[src/hdl/tls_pkg.sv]
// Shared types, constants and helpers for the traffic light sequencer.
// No dependencies; used by tls_step and traffic_light_sequencer.
package tls_pkg;

  // Default width of the shared tick counter
  localparam int COUNT_WIDTH_DEF = 16;

  localparam int TIME_W   = 16;  // timing register width
  localparam int TOGGLE_W = 4;   // toggle count / limit width
  localparam int CFG_IDX_W  = 3;
  localparam int CFG_DATA_W = 16;
  localparam int CODE_W   = 3;

  // Configuration register indexes
  localparam logic [CFG_IDX_W-1:0] CFG_RED_TICKS        = 3'd0;
  localparam logic [CFG_IDX_W-1:0] CFG_RED_YELLOW_TICKS = 3'd1;
  localparam logic [CFG_IDX_W-1:0] CFG_GREEN_TICKS      = 3'd2;
  localparam logic [CFG_IDX_W-1:0] CFG_BLINK_HALF_TICKS = 3'd3;
  localparam logic [CFG_IDX_W-1:0] CFG_BLINK_TOGGLES    = 3'd4;
  localparam logic [CFG_IDX_W-1:0] CFG_YELLOW_TICKS     = 3'd5;

  // Register reset values
  localparam logic [TIME_W-1:0]   RED_TICKS_RST        = 16'd2000;
  localparam logic [TIME_W-1:0]   RED_YELLOW_TICKS_RST = 16'd1600;
  localparam logic [TIME_W-1:0]   GREEN_TICKS_RST      = 16'd2000;
  localparam logic [TIME_W-1:0]   BLINK_HALF_TICKS_RST = 16'd500;
  localparam logic [TOGGLE_W-1:0] BLINK_TOGGLES_RST    = 4'd9;
  localparam logic [TIME_W-1:0]   YELLOW_TICKS_RST     = 16'd1800;

  // Phase codes as seen on phase_code
  localparam logic [CODE_W-1:0] CODE_RED         = 3'd0;
  localparam logic [CODE_W-1:0] CODE_RED_YELLOW  = 3'd1;
  localparam logic [CODE_W-1:0] CODE_GREEN       = 3'd2;
  localparam logic [CODE_W-1:0] CODE_GREEN_BLINK = 3'd3;
  localparam logic [CODE_W-1:0] CODE_YELLOW      = 3'd4;
  localparam logic [CODE_W-1:0] CODE_NIGHT       = 3'd5;

  typedef enum logic [5:0] {
    PH_RED         = 6'b000001,
    PH_RED_YELLOW  = 6'b000010,
    PH_GREEN       = 6'b000100,
    PH_GREEN_BLINK = 6'b001000,
    PH_YELLOW      = 6'b010000,
    PH_NIGHT       = 6'b100000
  } phase_t;

  typedef struct packed {
    logic red;
    logic yellow;
    logic green;
  } lamps_t;

  typedef struct packed {
    logic [TIME_W-1:0]   red_ticks;
    logic [TIME_W-1:0]   red_yellow_ticks;
    logic [TIME_W-1:0]   green_ticks;
    logic [TIME_W-1:0]   blink_half_ticks;
    logic [TOGGLE_W-1:0] blink_toggles;
    logic [TIME_W-1:0]   yellow_ticks;
  } cfg_t;

  // Sequencer state, less the tick counter (its width is a parameter)
  typedef struct packed {
    phase_t              phase;
    logic [TOGGLE_W-1:0] toggle_count;
    lamps_t              lamps;
  } seq_state_t;

  function automatic logic [CODE_W-1:0] phase_code_f(input phase_t ph);
    logic [CODE_W-1:0] code;
    case (ph)
      PH_RED:         code = CODE_RED;
      PH_RED_YELLOW:  code = CODE_RED_YELLOW;
      PH_GREEN:       code = CODE_GREEN;
      PH_GREEN_BLINK: code = CODE_GREEN_BLINK;
      PH_YELLOW:      code = CODE_YELLOW;
      PH_NIGHT:       code = CODE_NIGHT;
      default:        code = CODE_RED;
    endcase
    return code;
  endfunction

endpackage

[src/hdl/tls_step.sv]
// Next-state logic for one tick of the traffic light sequencer.
// Depends on tls_pkg.
module tls_step #(
  parameter int COUNT_WIDTH = tls_pkg::COUNT_WIDTH_DEF
) (
  input  tls_pkg::cfg_t       cfg,
  input  tls_pkg::seq_state_t st,
  input  logic [COUNT_WIDTH-1:0] tick_count,
  input  logic                night_mode,
  output tls_pkg::seq_state_t st_next,
  output logic [COUNT_WIDTH-1:0] tick_count_next
);
  import tls_pkg::*;

  // Compare width covers both the counter and the 16-bit limits
  localparam int CMP_W = (COUNT_WIDTH > TIME_W) ? COUNT_WIDTH : TIME_W;

  logic [COUNT_WIDTH-1:0] tick_inc;
  logic [CMP_W-1:0]       tick_ext;
  logic [TIME_W-1:0]      limit;
  logic                   reached;
  logic                   half_reached;

  // Saturating increment
  assign tick_inc = (&tick_count) ? tick_count : tick_count + 1'b1;
  assign tick_ext = CMP_W'(tick_inc);

  always_comb begin
    case (st.phase)
      PH_RED:        limit = cfg.red_ticks;
      PH_RED_YELLOW: limit = cfg.red_yellow_ticks;
      PH_GREEN:      limit = cfg.green_ticks;
      PH_YELLOW:     limit = cfg.yellow_ticks;
      default:       limit = cfg.blink_half_ticks;
    endcase
  end

  assign reached      = tick_ext >= CMP_W'(limit);
  assign half_reached = tick_ext >= CMP_W'(cfg.blink_half_ticks);

  always_comb begin
    st_next         = st;
    tick_count_next = tick_inc;
    case (st.phase)
      PH_RED: begin
        if (night_mode) begin
          st_next.lamps.red   = 1'b0;
          st_next.lamps.green = 1'b0;
          st_next.phase       = PH_NIGHT;
        end else begin
          st_next.lamps = '{red: 1'b1, yellow: 1'b0, green: 1'b0};
          if (reached) begin
            tick_count_next = '0;
            st_next.phase   = PH_RED_YELLOW;
          end
        end
      end
      PH_RED_YELLOW: begin
        st_next.lamps = '{red: 1'b1, yellow: 1'b1, green: 1'b0};
        if (reached) begin
          tick_count_next = '0;
          st_next.phase   = PH_GREEN;
        end
      end
      PH_GREEN: begin
        st_next.lamps = '{red: 1'b0, yellow: 1'b0, green: 1'b1};
        if (reached) begin
          tick_count_next = '0;
          st_next.phase   = PH_GREEN_BLINK;
        end
      end
      PH_GREEN_BLINK: begin
        // toggle limit is checked before timing; counter not cleared on exit
        if (st.toggle_count >= cfg.blink_toggles) begin
          st_next.toggle_count = '0;
          st_next.phase        = PH_YELLOW;
        end else if (half_reached) begin
          tick_count_next      = '0;
          st_next.toggle_count = st.toggle_count + 1'b1;
          st_next.lamps.green  = ~st.lamps.green;
        end
      end
      PH_YELLOW: begin
        st_next.lamps = '{red: 1'b0, yellow: 1'b1, green: 1'b0};
        if (reached) begin
          tick_count_next = '0;
          st_next.phase   = PH_RED;
        end
      end
      PH_NIGHT: begin
        if (half_reached) begin
          tick_count_next      = '0;
          st_next.lamps.yellow = ~st.lamps.yellow;
        end
      end
      default: begin
        st_next.phase = PH_RED;
      end
    endcase
  end

endmodule

[src/hdl/traffic_light_sequencer.sv]
// Traffic light sequencer: top level with handshake, registers and state.
// Depends on tls_pkg and tls_step.
//
// Each input transfer is one 1 ms tick carrying night_mode; each tick gives
// exactly one output transfer with the lamp levels and phase after the tick.
// Phases run red, red-yellow, green, green blinking, yellow and back to red,
// timed by one shared saturating tick counter of COUNT_WIDTH bits. Night mode
// is sampled only in red and leads to a yellow-blinking phase left only by
// reset. The next state is worked out by a single level of compare-and-increment
// logic, and the state registers double as the result register, so a tick is
// taken every cycle while the output side keeps up. in_ready is high when the
// result slot is empty or being drained this cycle. Configuration writes take
// effect at once and are expected only while no tick is in flight.
module traffic_light_sequencer #(
  parameter int COUNT_WIDTH = tls_pkg::COUNT_WIDTH_DEF
) (
  input  logic                           clk,
  input  logic                           rst,
  // configuration write port
  input  logic                           cfg_write,
  input  logic [tls_pkg::CFG_IDX_W-1:0]  cfg_index,
  input  logic [tls_pkg::CFG_DATA_W-1:0] cfg_data,
  // tick input
  input  logic                           in_valid,
  output logic                           in_ready,
  input  logic                           night_mode,
  // result output
  output logic                           out_valid,
  input  logic                           out_ready,
  output logic                           lamp_red,
  output logic                           lamp_yellow,
  output logic                           lamp_green,
  output logic [tls_pkg::CODE_W-1:0]     phase_code
);
  import tls_pkg::*;

  cfg_t                   cfg;
  seq_state_t             st;
  seq_state_t             st_next;
  logic [COUNT_WIDTH-1:0] tick_count;
  logic [COUNT_WIDTH-1:0] tick_count_next;
  logic                   in_xfer;

  // A tick may enter when the result slot is free or is leaving now
  assign in_ready = ~out_valid | out_ready;
  assign in_xfer  = in_valid & in_ready;

  // Configuration registers
  always_ff @(posedge clk) begin
    if (rst) begin
      cfg.red_ticks        <= RED_TICKS_RST;
      cfg.red_yellow_ticks <= RED_YELLOW_TICKS_RST;
      cfg.green_ticks      <= GREEN_TICKS_RST;
      cfg.blink_half_ticks <= BLINK_HALF_TICKS_RST;
      cfg.blink_toggles    <= BLINK_TOGGLES_RST;
      cfg.yellow_ticks     <= YELLOW_TICKS_RST;
    end else if (cfg_write) begin
      case (cfg_index)
        CFG_RED_TICKS:        cfg.red_ticks        <= cfg_data[TIME_W-1:0];
        CFG_RED_YELLOW_TICKS: cfg.red_yellow_ticks <= cfg_data[TIME_W-1:0];
        CFG_GREEN_TICKS:      cfg.green_ticks      <= cfg_data[TIME_W-1:0];
        CFG_BLINK_HALF_TICKS: cfg.blink_half_ticks <= cfg_data[TIME_W-1:0];
        CFG_BLINK_TOGGLES:    cfg.blink_toggles    <= cfg_data[TOGGLE_W-1:0];
        CFG_YELLOW_TICKS:     cfg.yellow_ticks     <= cfg_data[TIME_W-1:0];
        default: ;  // unused indexes are ignored
      endcase
    end
  end

  tls_step #(
    .COUNT_WIDTH (COUNT_WIDTH)
  ) u_step (
    .cfg             (cfg),
    .st              (st),
    .tick_count      (tick_count),
    .night_mode      (night_mode),
    .st_next         (st_next),
    .tick_count_next (tick_count_next)
  );

  // Sequencer state; updated only on an input transfer, so it holds steady
  // as the pending result until taken.
  always_ff @(posedge clk) begin
    if (rst) begin
      st.phase        <= PH_RED;
      st.toggle_count <= '0;
      st.lamps        <= '0;
      tick_count      <= '0;
    end else if (in_xfer) begin
      st         <= st_next;
      tick_count <= tick_count_next;
    end
  end

  // Result slot occupancy
  always_ff @(posedge clk) begin
    if (rst) begin
      out_valid <= 1'b0;
    end else if (in_xfer) begin
      out_valid <= 1'b1;
    end else if (out_ready) begin
      out_valid <= 1'b0;
    end
  end

  assign lamp_red    = st.lamps.red;
  assign lamp_yellow = st.lamps.yellow;
  assign lamp_green  = st.lamps.green;
  assign phase_code  = phase_code_f(st.phase);

endmodule
[config.mk]
export PLATFORM = sky130hd
export DESIGN_NAME = traffic_light_sequencer
export DESIGN_NICKNAME = d
export VERILOG_FILES = /design/src/hdl/tls_pkg.sv /design/src/hdl/tls_step.sv /design/src/hdl/traffic_light_sequencer.sv
export SDC_FILE = /design/constraint.sdc
export NUM_CORES = 1
export LEC_CHECK = 0
export ABC_AREA = 1
export BUFFER_PORTS_ARGS = -buffer_cell sky130_fd_sc_hd__buf_2
export CORE_UTILIZATION = 45
export CTS_BUF_LIST = sky130_fd_sc_hd__clkbuf_4
export DETAILED_ROUTE_END_ITERATION = 10
export GPL_TIMING_DRIVEN = 0
export PLACE_DENSITY_LB_ADDON = 0.08
export SLEW_MARGIN = 10
export SYNTH_ARGS = -nofsm -noshare
export SYNTH_HDL_FRONTEND = slang
export SYNTH_SLANG_ARGS = --single-unit
export TNS_END_PERCENT = 50
[constraint.sdc]
create_clock -name clk -period 3.15 [get_ports clk]
set_input_delay 0.315 -clock clk [delete_from_list [all_inputs] [get_ports clk]]
set_output_delay 0.315 -clock clk [all_outputs]
set_load 0.005 [all_outputs]
==> results of run 1 <==
sequential cells by signal, indices dropped and copies added, names as in the netlist:
signal	flops
lamp_green	1
st	10
lamp_yellow	1
cfg	84
lamp_red	1
out_valid	1
tick_count	16
through the flow:
step	util, %	worst slack, ns	TNS [ns]
2_1_floorplan	-	0.3995	0
3_3_place_gp	49.18	-0.5550	-9.482
3_5_place_dp	49.18	-0.6237	-10.80
4_1_cts	52.60	-0.004853	-0.007173
5_1_grt	56.26	-0.02559	-0.04466
6_report	56.26	0.1926	0
cells by family (layout without fill, tap and decap cells):
kind of cell	Yosys count	in the layout
DFF	114	114
xor gates and xnor gates	11	11
AOI/OAI and AO/OA	207	207
buffers and inverters	134	226
and+or+nand+nor	389	389
adders and majority gates	38	38
cells in the mapped netlist (4+ instances only):
| cell type | n |
|---|---|
| nor3_1 | 5 |
| clkbuf_1 | 24 |
| o21bai_1 | 18 |
| o211ai_1 | 5 |
| nand4_1 | 13 |
| ha_1 | 38 |
| xor2_1 | 8 |
| o21ai_0 | 90 |
| dfxtp_1 | 114 |
| a21oi_1 | 71 |
| nand2_1 | 196 |
| nand3_1 | 40 |
| inv_1 | 92 |
| a221oi_1 | 16 |
| nor2_2 | 4 |
| inv_2 | 5 |
| nor2_1 | 122 |
| buf_2 | 6 |
where the power goes:
group | internal (uW) | switching (uW) | total, uW
combinational | 578 | 755 | 1330
sequential | 1510 | 49.1 | 1560
clock | 419 | 616 | 1040
worst paths after layout:
| kind | end |
|---|---|
| max | tick_count[3]$_SDFFE_PP0P_ |
| min | out_valid$_SDFFE_PP0P_ |
| max reg2reg | tick_count[3]$_SDFFE_PP0P_ |
| min reg2reg | cfg[60]$_SDFFE_PP0P_ |
worst min-delay path: stages:
cell and delay [ns]:
buf_2 0.07, inv_1 0.03, nand2_1 0.09, a21oi_1 0.07
cell type report:
type | instances | area, um2
inverters | 99 | 381.6
fillers | 1334 | 5838
clock buffers | 20 | 150.1
well taps | 176 | 220.2
plain buffers | 35 | 222.7
flip-flops and latches | 114 | 2306
clock inverters | 12 | 110.1
repair buffers | 60 | 465.4
multi-input cells | 645 | 3654
layout by cell type (no fill, tap or decap), types with 21 or more instances in the layout:
| master | instances |
|---|---|
| o21ai_0 | 78 |
| dfxtp_1 | 101 |
| nor2_1 | 117 |
| clkbuf_1 | 24 |
| nand2_1 | 183 |
| nand3_1 | 37 |
| clkbuf_4 | 21 |
| a21oi_1 | 68 |
| buf_2 | 31 |
| inv_1 | 90 |
| ha_1 | 37 |
| buf_4 | 22 |
layer usage:
| layer | track usage [%] | share of wire, % | up-vias |
|---|---|---|---|
| met5 | 0 | 0 | - |
| met4 | 8.782 | 2.4 | 0 |
| met3 | 5.220 | 5.8 | 32 |
| met2 | 45.09 | 48 | 188 |
| met1 | 33.85 | 44 | 2853 |
| li1 | - | - | 3111 |
repair_timing:
action / CTS / global route
resized for setup: 32 / 77
gates cloned: 0 / 3
setup endpoints to repair: 22 / 26
pin swaps: 3 / 22
setup buffers: 8 / 18
==> results.json, run 1 <==
{
  "synth.distinct_cells": 36,
  "syn_avg_cell_area_um2": 6.930,
  "setup_viol_count_final": 0,
  "die_w_um": 119.3,
  "cts_buffers": 17,
  "worstPathMaxFanout": 10,
  "hold_start": "out_ready",
  "critical-path-top-delay-family": "simple AND/OR/NAND/NOR gates",
  "grt_max_degree": 17,
  "cpPeakStageDelay_ns": 0.38,
  "drt-vias-per-instance": 5.326,
  "ys_seq_area_share_pct": 36.88,
  "holdWs_ns": 0.06946,
  "first_global_vias": 5676,
  "die_y_um": 119.3,
  "crit_cells": 22,
  "ir_worst_vdd_uv": 525.6,
  "syn_area_um2": 6188,
  "syn_to_final_growth_pct": 21.35,
  "timing.slew.headroom_pct": 51.45,
  "cts_buffer_depth": 2,
  "vias": 6184,
  "root_buffer": "clkbuf_4",
  "wl_per_cell_um": 16.12,
  "worst_setup_path_start_kind": "register",
  "synth-edff-count": 0,
  "grt_overflow": 0,
  "synth.area.mux_share_pct": 0,
  "gp_congestion": 0.8701,
  "finalWirelength_um": 18720,
  "die_area_um2": 14230,
  "min_path_cells": 4,
  "ys_top_cells_by_area": "dfxtp_1 (37%), nand2_1 (12%), ha_1 (7.7%)",
  "row_count": 42,
  "worstSetupPathType": "register to register",
  "fin_crit_ns": 2.957,
  "ys_warn_count": 0,
  "cellLeakagePower_uw": 0.003467,
  "core_area_um2": 13350,
  "hpwlAfterDp_um": 13900,
  "r2r_start": "tick_count[0]$_SDFFE_PP0P_",
  "drtPass1Iterations": 5,
  "crit_start": "tick_count[0]$_SDFFE_PP0P_",
  "synth_xor_area_share_pct": 1.557,
  "io_buffers": 31,
  "layout-drive-gt1-share_pct": 18.27,
  "clock_latency_ns": 0.55,
  "total_power_uw": 3926,
  "ctsHoldBuffers": 0,
  "antenna_found_initial": 0,
  "route.detailed.drc": 0,
  "synth.net_count": 956,
  "yosysTopAreaCell": "dfxtp_1",
  "final_cells": 1161,
  "path_clk_slew_ns": 0.13,
  "synthFlopType": "dfxtp_1",
  "hold_class": "primary input to register",
  "final_cell_area_um2": 7510,
  "synth_cells": 893,
  "cp_num_buf_inv": 3,
  "worstSetupEndpointType": "register",
  "yosysTopAreaCellShare_pct": 36.88,
  "start_util_pct": 46.36,
  "antenna-diode-count": 0,
  "cts_tree": "done",
  "path_cells": "ha_1 -> nand2_2 -> nor2_4 -> nand4_4 -> nor2_4 -> inv_2 -> buf_6 -> nand2_1 -> nand2_2 -> ha_1 -> nand4_1 -> nor2_1 -> nor2_1 -> nand2_1 -> nand2_2 -> nand2_1 -> nand2_1 -> nand2_2 -> nand2_4 -> buf_12 -> o21bai_1 -> a21oi_1",
  "first_iter_violations": 470,
  "ys_ff_latch": 114,
  "rr_worst_depth": 22,
  "p_per_area_nw_per_um2": 522.7,
  "reg2reg_slack_ns": 0.19,
  "maxCapViolations": 0,
  "synth-compound-area-share_pct": 18.92,
  "fin_skew_ns": 0.02813,
  "dpl_cell_area_um2": 6564,
  "cts.sink_count": 114,
  "fmax_ghz": 0.3381,
  "worstPathArrival_ns": 3.36,
  "slowest_stage": "dfxtp_2",
  "grt_first_pass_wirelength_um": 29390,
  "h-tree-depth": 4,
  "nets": 1035,
  "route.antenna.remaining_nets": 0,
  "drv_slew": 0,
  "synth-simple-area-share_pct": 26.22,
  "min_period_over_period_pct": 93.88,
  "io_pins": 33,
  "finalHoldViolations": 0,
  "cp_data_required_time_ns": 3.55,
  "worstMarginPinSlew_ns": 0.7256,
  "grtUsageTotal_pct": 26.68,
  "async_flop_share_pct": 0,
  "synth_top_family_by_area": "simple AND/OR/NAND/NOR gates",
  "status": "finished clean",
  "synth_fa_ha_area_share_pct": 7.683,
  "dp.cells": 1100
}
No activity file was read; power rests on OpenSTA's default activity.
==> inputs of run 2 (changes only) <==
--- a/config.mk
+++ b/config.mk
@@ -5,7 +5,7 @@
 export SDC_FILE = /design/constraint.sdc
 export NUM_CORES = 1
 export LEC_CHECK = 0
-export ABC_AREA = 1
+export ABC_AREA = 0
 export BUFFER_PORTS_ARGS = -buffer_cell sky130_fd_sc_hd__buf_2
 export CORE_UTILIZATION = 45
 export CTS_BUF_LIST = sky130_fd_sc_hd__clkbuf_4
==> results.json, run 2 <==
{
  "route.antenna.remaining_nets": 0,
  "drt-vias-per-instance": 5.743,
  "min_period_over_period_pct": 118.5,
  "cts_buffer_depth": 2,
  "path_cells": "and4_4 -> nand4_1 -> buf_4 -> nor3_4 -> nor2_4 -> and3_4 -> xnor2_4 -> inv_2 -> ha_4 -> and4_4 -> and2_4 -> a22o_4 -> o41ai_4 -> a21oi_4 -> buf_6 -> o41ai_2",
  "min_path_cells": 3,
  "route.detailed.drc": 0,
  "largest_reg_flops": 84,
  "yosysTopAreaCellShare_pct": 37.28,
  "cpPeakStageDelay_ns": 0.44,
  "ctsHoldBuffers": 0,
  "wl_per_cell_um": 18.29,
  "postLayoutCoreUtil_pct": 59.13,
  "fin_crit_ns": 3.734,
  "io_buffers": 31,
  "h-tree-depth": 4,
  "synth_top_family_by_area": "simple AND/OR/NAND/NOR gates",
  "core_area_um2": 13240,
  "critical-path-top-delay-family": "simple AND/OR/NAND/NOR gates",
  "ys_ff_latch": 114,
  "clock_latency_ns": 0.55,
  "maxCapViolations": 0,
  "p_per_area_nw_per_um2": 429.6,
  "timing.slew.headroom_pct": 43.53,
  "setup_viol_count_final": 28,
  "nets": 947,
  "worstSetupEndpointType": "register",
  "layout-drive-gt1-share_pct": 24.11,
  "slowest_stage": "o41ai_4",
  "dp.cells": 996,
  "top_register": "cfg",
  "worstSetupPathType": "register to register",
  "cts_tree": "done",
  "grt_first_pass_wirelength_um": 30440,
  "cp_data_required_time_ns": 3.62,
  "status": "finished with violations",
  "synth_most_common_cell": "nand2_1",
  "syn_to_final_growth_pct": 27.90,
  "worst_setup_path_start_kind": "register",
  "holdWs_ns": 0.02283,
  "synth-compound-area-share_pct": 19.93,
  "hold_start": "in_valid",
  "cts.sink_count": 114,
  "gp_congestion": 0.9122,
  "io_pins": 33,
  "die_area_um2": 14080,
  "finalHoldViolations": 0,
  "top_regs": "cfg (84), tick_count (16), st (10)",
  "ir_worst_vdd_uv": 323.8,
  "synth-simple-area-share_pct": 26.22,
  "antenna_found_initial": 1,
  "vias": 6162,
  "mostFrequentLayoutCell": "nand2_1",
  "final_cells": 1073,
  "drtPass1Iterations": 8,
  "syn_area_um2": 6122,
  "grt_max_degree": 17,
  "path_clk_slew_ns": 0.12,
  "grt_overflow": 0,
  "synth-edff-count": 0,
  "synth_cells": 789,
  "synth.area.mux_share_pct": 1.492,
  "holdPathEnd": "out_valid$_SDFFE_PP0P_",
  "worstPathArrival_ns": 4.20,
  "r2r-end": "tick_count[13]$_SDFFE_PP0P_",
  "r2r_start": "tick_count[6]$_SDFFE_PP0P_",
  "worstMarginPinSlew_ns": 0.8406,
  "drv_slew": 0,
  "first_global_vias": 5773,
  "fmax_ghz": 0.2678,
  "ys_top_cells_by_area": "dfxtp_1 (37%), nand2_1 (13%), ha_1 (7.8%)",
  "cp_num_buf_inv": 3,
  "critical_path.most_common_cell": "and4_4",
  "row_count": 42,
  "ys_seq_area_share_pct": 37.28,
  "violations": "setup timing",
  "grtUsageTotal_pct": 28.03,
  "root_buffer": "clkbuf_4",
  "synth_fa_ha_area_share_pct": 7.766,
  "cellLeakagePower_uw": 0.003250,
  "hold_class": "primary input to register",
  "yosysTopAreaCell": "dfxtp_1",
  "fin_ws_ns": -0.5838,
  "rr_worst_depth": 16,
  "synthFlopType": "dfxtp_1",
  "syn_avg_cell_area_um2": 7.759,
  "finalWirelength_um": 19630,
  "synth.net_count": 852,
  "ys_warn_count": 0,
  "cts_buffers": 17,
  "grt_setup_unrepaired": "yes",
  "reg2reg_slack_ns": -0.58,
  "synth.distinct_cells": 62,
  "fin_skew_ns": 0.02254,
  "async_flop_share_pct": 0,
  "start_util_pct": 46.23,
  "die_w_um": 118.6,
  "synth_xor_area_share_pct": 1.839,
  "final_cell_mix": "nand2_1 (210), dfxtp_1 (100), a21oi_1 (78)",
  "synth_common_cells": "nand2_1 (213), dfxtp_1 (114), a21oi_1 (87), nand3_1 (45), ha_1 (38)",
  "worstPathMaxFanout": 5,
  "die_y_um": 118.6,
  "hpwlAfterDp_um": 13390,
  "first_iter_violations": 716
}
run 2: worst max path at each step:
stage                                           from                          end  slack [ns]  cells after the start
after floorplan           tick_count[3]$_SDFFE_PP0P_  tick_count[14]$_SDFFE_PP0P_       -0.20                     16
after CTS                         st[9]$_SDFFE_PP0P_  tick_count[13]$_SDFFE_PP0P_       -0.49                     17
final                     tick_count[6]$_SDFFE_PP0P_  tick_count[13]$_SDFFE_PP0P_       -0.58                     16
after global routing      tick_count[6]$_SDFFE_PP0P_  tick_count[13]$_SDFFE_PP0P_       -0.69                     15
after global placement    tick_count[3]$_SDFFE_PP0P_   tick_count[1]$_SDFFE_PP0P_       -0.93                     17
after detailed placement          st[9]$_SDFFE_PP0P_          st[10]$_SDFFE_PP0P_       -0.98                     17
run 2: through the flow:
step / TNS [ns] / power (uW) / area [um2] / setup WS, ns
2_1_floorplan: -2.795 / 1835 / 6221 / -0.1951
3_3_place_gp: -22.22 / 1987 / 6596 / -0.9272
3_5_place_dp: -22.83 / 1996 / 6596 / -0.9791
4_1_cts: -10.83 / 3288 / 7526 / -0.4907
5_1_grt: -17.73 / 3483 / 7830 / -0.6904
6_report: -13.95 / 3364 / 7830 / -0.5838
run 2: worst register-to-register path, cell delays in order, from the launching register on:
cell	delay (ns)
dfxtp_4	0.37
and4_4	0.26
nand4_1	0.18
buf_4	0.21
nor3_4	0.24
nor2_4	0.09
and3_4	0.19
xnor2_4	0.20
inv_2	0.09
ha_4	0.24
and4_4	0.16
and2_4	0.16
a22o_4	0.25
o41ai_4	0.44
a21oi_4	0.12
buf_6	0.14
o41ai_2	0.28
run 2: logic make-up (layout without fill, tap and decap cells):
family,Yosys count,count (layout)
simple gates,359,359
compound gates,176,176
flops,114,114
buf+inv,81,188
fa+ha+maj,38,38
xor+xnor,12,12
mux,9,9
other cells,0,1
run 2: final cells by class:
type                            count  area [um2]
Clock buffer                       17       127.6
Fill cell                        1208        5413
Tap cell                          176       220.2
Inverter                           33       123.9
Antenna cell                        1       2.502
Clock inverter                     14       163.9
Buffer                             46       289.0
Timing Repair Buffer               78       606.8
Multi-Input combinational cell    594        3979
Sequential cell                   114        2317
run 2: what timing repair did:
action	in CTS	in global routing
gates cloned	1	1
gates resized for setup	84	36
setup endpoints to repair	28	28
buffers inserted	28	17
pin swaps	28	32
run 2: layer usage:
layer  global-route usage [%]  routed length, um  vias up
met5                        0                  0        -
met4                    10.05                345        0
met3                    4.778               1395       31
met2                    46.27               9581      273
met1                    36.68               8306     2900
li1                         -                  -     2958
run 2: power by group:
group	leakage, uW	internal, uW	total (uW)	switching [uW]
logic	0.00217	320	704	383
registers	0.000933	1480	1500	25.1
clock network	0.000145	542	1160	617
==> inputs of run 3 (changes only) <==
--- a/config.mk
+++ b/config.mk
@@ -7,6 +7,7 @@
 export LEC_CHECK = 0
 export ABC_AREA = 0
 export BUFFER_PORTS_ARGS = -buffer_cell sky130_fd_sc_hd__buf_2
+export CORE_MARGIN = 4
 export CORE_UTILIZATION = 45
 export CTS_BUF_LIST = sky130_fd_sc_hd__clkbuf_4
 export DETAILED_ROUTE_END_ITERATION = 10
==> results.json, run 3 (synthesis results as in run 2) <==
{
  "status": "finished with violations",
  "violations": "setup timing",
  "grt_setup_unrepaired": "yes",
  "wl_per_cell_um": 18.65,
  "cp_data_required_time_ns": 3.59,
  "worstSetupEndpointType": "register",
  "top_register": "cfg",
  "hpwlAfterDp_um": 13780,
  "worstPathArrival_ns": 4.16,
  "start_util_pct": 46.05,
  "mostFrequentLayoutCell": "nand2_1",
  "drtPass1Iterations": 8,
  "die_y_um": 124.6,
  "grt_overflow": 0,
  "crit_start": "st[11]$_SDFFE_PP0P_",
  "clock_latency_ns": 0.54,
  "min_period_over_period_pct": 118.2,
  "worstSetupPathType": "register to register",
  "setup_viol_count_final": 28,
  "layout-drive-gt1-share_pct": 26.75,
  "die_area_um2": 15540,
  "worstPathMaxFanout": 10,
  "gp_congestion": 0.8946,
  "syn_to_final_growth_pct": 30.68,
  "r2r_start": "st[11]$_SDFFE_PP0P_",
  "io_buffers": 31,
  "finalWirelength_um": 20310,
  "worst_setup_path_start_kind": "register",
  "worstMarginPinSlew_ns": 0.9811,
  "root_buffer": "clkbuf_4",
  "drv_slew": 0,
  "register_area_um2": 2311,
  "maxCapViolations": 0,
  "ir_worst_vdd_uv": 352.4,
  "io_pins": 33,
  "p_per_area_nw_per_um2": 412.7,
  "core_area_um2": 13300,
  "row_count": 42,
  "cts.sink_count": 114,
  "hold_class": "primary input to register",
  "cts_buffers": 17,
  "ctsHoldBuffers": 0,
  "multi_input_area_um2": 4051,
  "path_clk_slew_ns": 0.12,
  "route.detailed.drc": 0,
  "grt_max_degree": 17,
  "top_regs": "cfg (84), tick_count (16), st (10)",
  "antenna_found_initial": 1,
  "timing.slew.headroom_pct": 34.60,
  "nets": 963,
  "fin_crit_ns": 3.725,
  "cts_tree": "done",
  "fillCellCount": 1169,
  "final_cell_area_um2": 8000,
  "die_w_um": 124.6,
  "cellLeakagePower_uw": 0.003338,
  "finalHoldViolations": 0,
  "largest_reg_flops": 84,
  "first_iter_violations": 653,
  "final_cell_mix": "nand2_1 (208), dfxtp_1 (97), a21oi_1 (79)",
  "h-tree-depth": 4,
  "dpl_cell_area_um2": 6596,
  "fin_skew_ns": 0.02129,
  "route.antenna.remaining_nets": 0,
  "first_global_vias": 6180,
  "grt_first_pass_wirelength_um": 31770,
  "hold_start": "in_valid",
  "fin_ws_ns": -0.5748,
  "cts_buffer_depth": 2,
  "fmax_ghz": 0.2685,
  "grtUsageTotal_pct": 25.39,
  "postLayoutCoreUtil_pct": 60.17,
  "vias": 6328,
  "drt-vias-per-instance": 5.811
}
[run 3: cell type report]
class | instances | area share [%]
sequential | 114 | 28.89
timing repair buffer | 94 | 8.899
clock inverter | 13 | 1.736
antenna | 1 | 0.03128
tap | 176 | 2.753
multi-input combinational | 594 | 50.64
buffer | 46 | 3.816
clock buffer | 18 | 1.689
inverter | 33 | 1.548
[run 3: what timing repair did]
item	4_1_cts	5_1_grt
buffers inserted	43	26
cloned	0	2
pin swaps	23	42
endpoints found under the hold margin	0	0
gates resized for setup	74	60
setup endpoints to repair	28	28
[run 3: power by group]
part	total, uW	internal (uW)	switching [uW]
registers	1510	1480	26.6
clock network	1100	475	622
logic	698	306	392
[run 3: through the flow]
stage | instances | total power [uW] | setup TNS, ns | hold WS (ns) | setup slack, ns
finish | 1089 | 3301 | -11.80 | 0.007131 | -0.5748
global route | 1089 | 3436 | -15.68 | 0.0005628 | -0.6842
CTS | 1069 | 3218 | -11.18 | 0.007277 | -0.4882
detailed placement | 996 | 2002 | -22.37 | 0.4465 | -0.9511
global placement | 996 | 1987 | -21.71 | 0.4409 | -0.9173
floorplan | 789 | 1835 | -2.795 | 0.4357 | -0.1951
[run 3: layer usage]
layer,GRT usage [%],vias to the layer above,part of all wire [%]
met5,0,-,0
met4,9.478,0,2.9
met3,6.003,55,6.2
met2,42.49,259,48
met1,31.77,3027,43
li1,-,2987,-
[run 3: critical path, cell delays in order (launching register included)]
cell,delay (ns)
dfxtp_2,0.35
buf_8,0.12
buf_12,0.12
xor2_4,0.17
o211ai_2,0.10
and2_4,0.15
or3_4,0.34
buf_8,0.16
buf_8,0.16
a21oi_4,0.15
ha_4,0.22
and4_4,0.20
and2_4,0.16
a22o_4,0.24
o41ai_4,0.41
a211oi_4,0.08
buf_6,0.16
a221o_1,0.32
[run 3: final timing paths]
check / end / slack (ns) / depth (start not counted)
setup / recovery: st[7]$_SDFFE_PP1P_ / -0.57 / 17
hold reg to reg: cfg[36]$_SDFFE_PP0P_ / 0.46 / 2
setup reg to reg: st[7]$_SDFFE_PP1P_ / -0.57 / 17
hold / removal: out_valid$_SDFFE_PP0P_ / 0.007 / 3
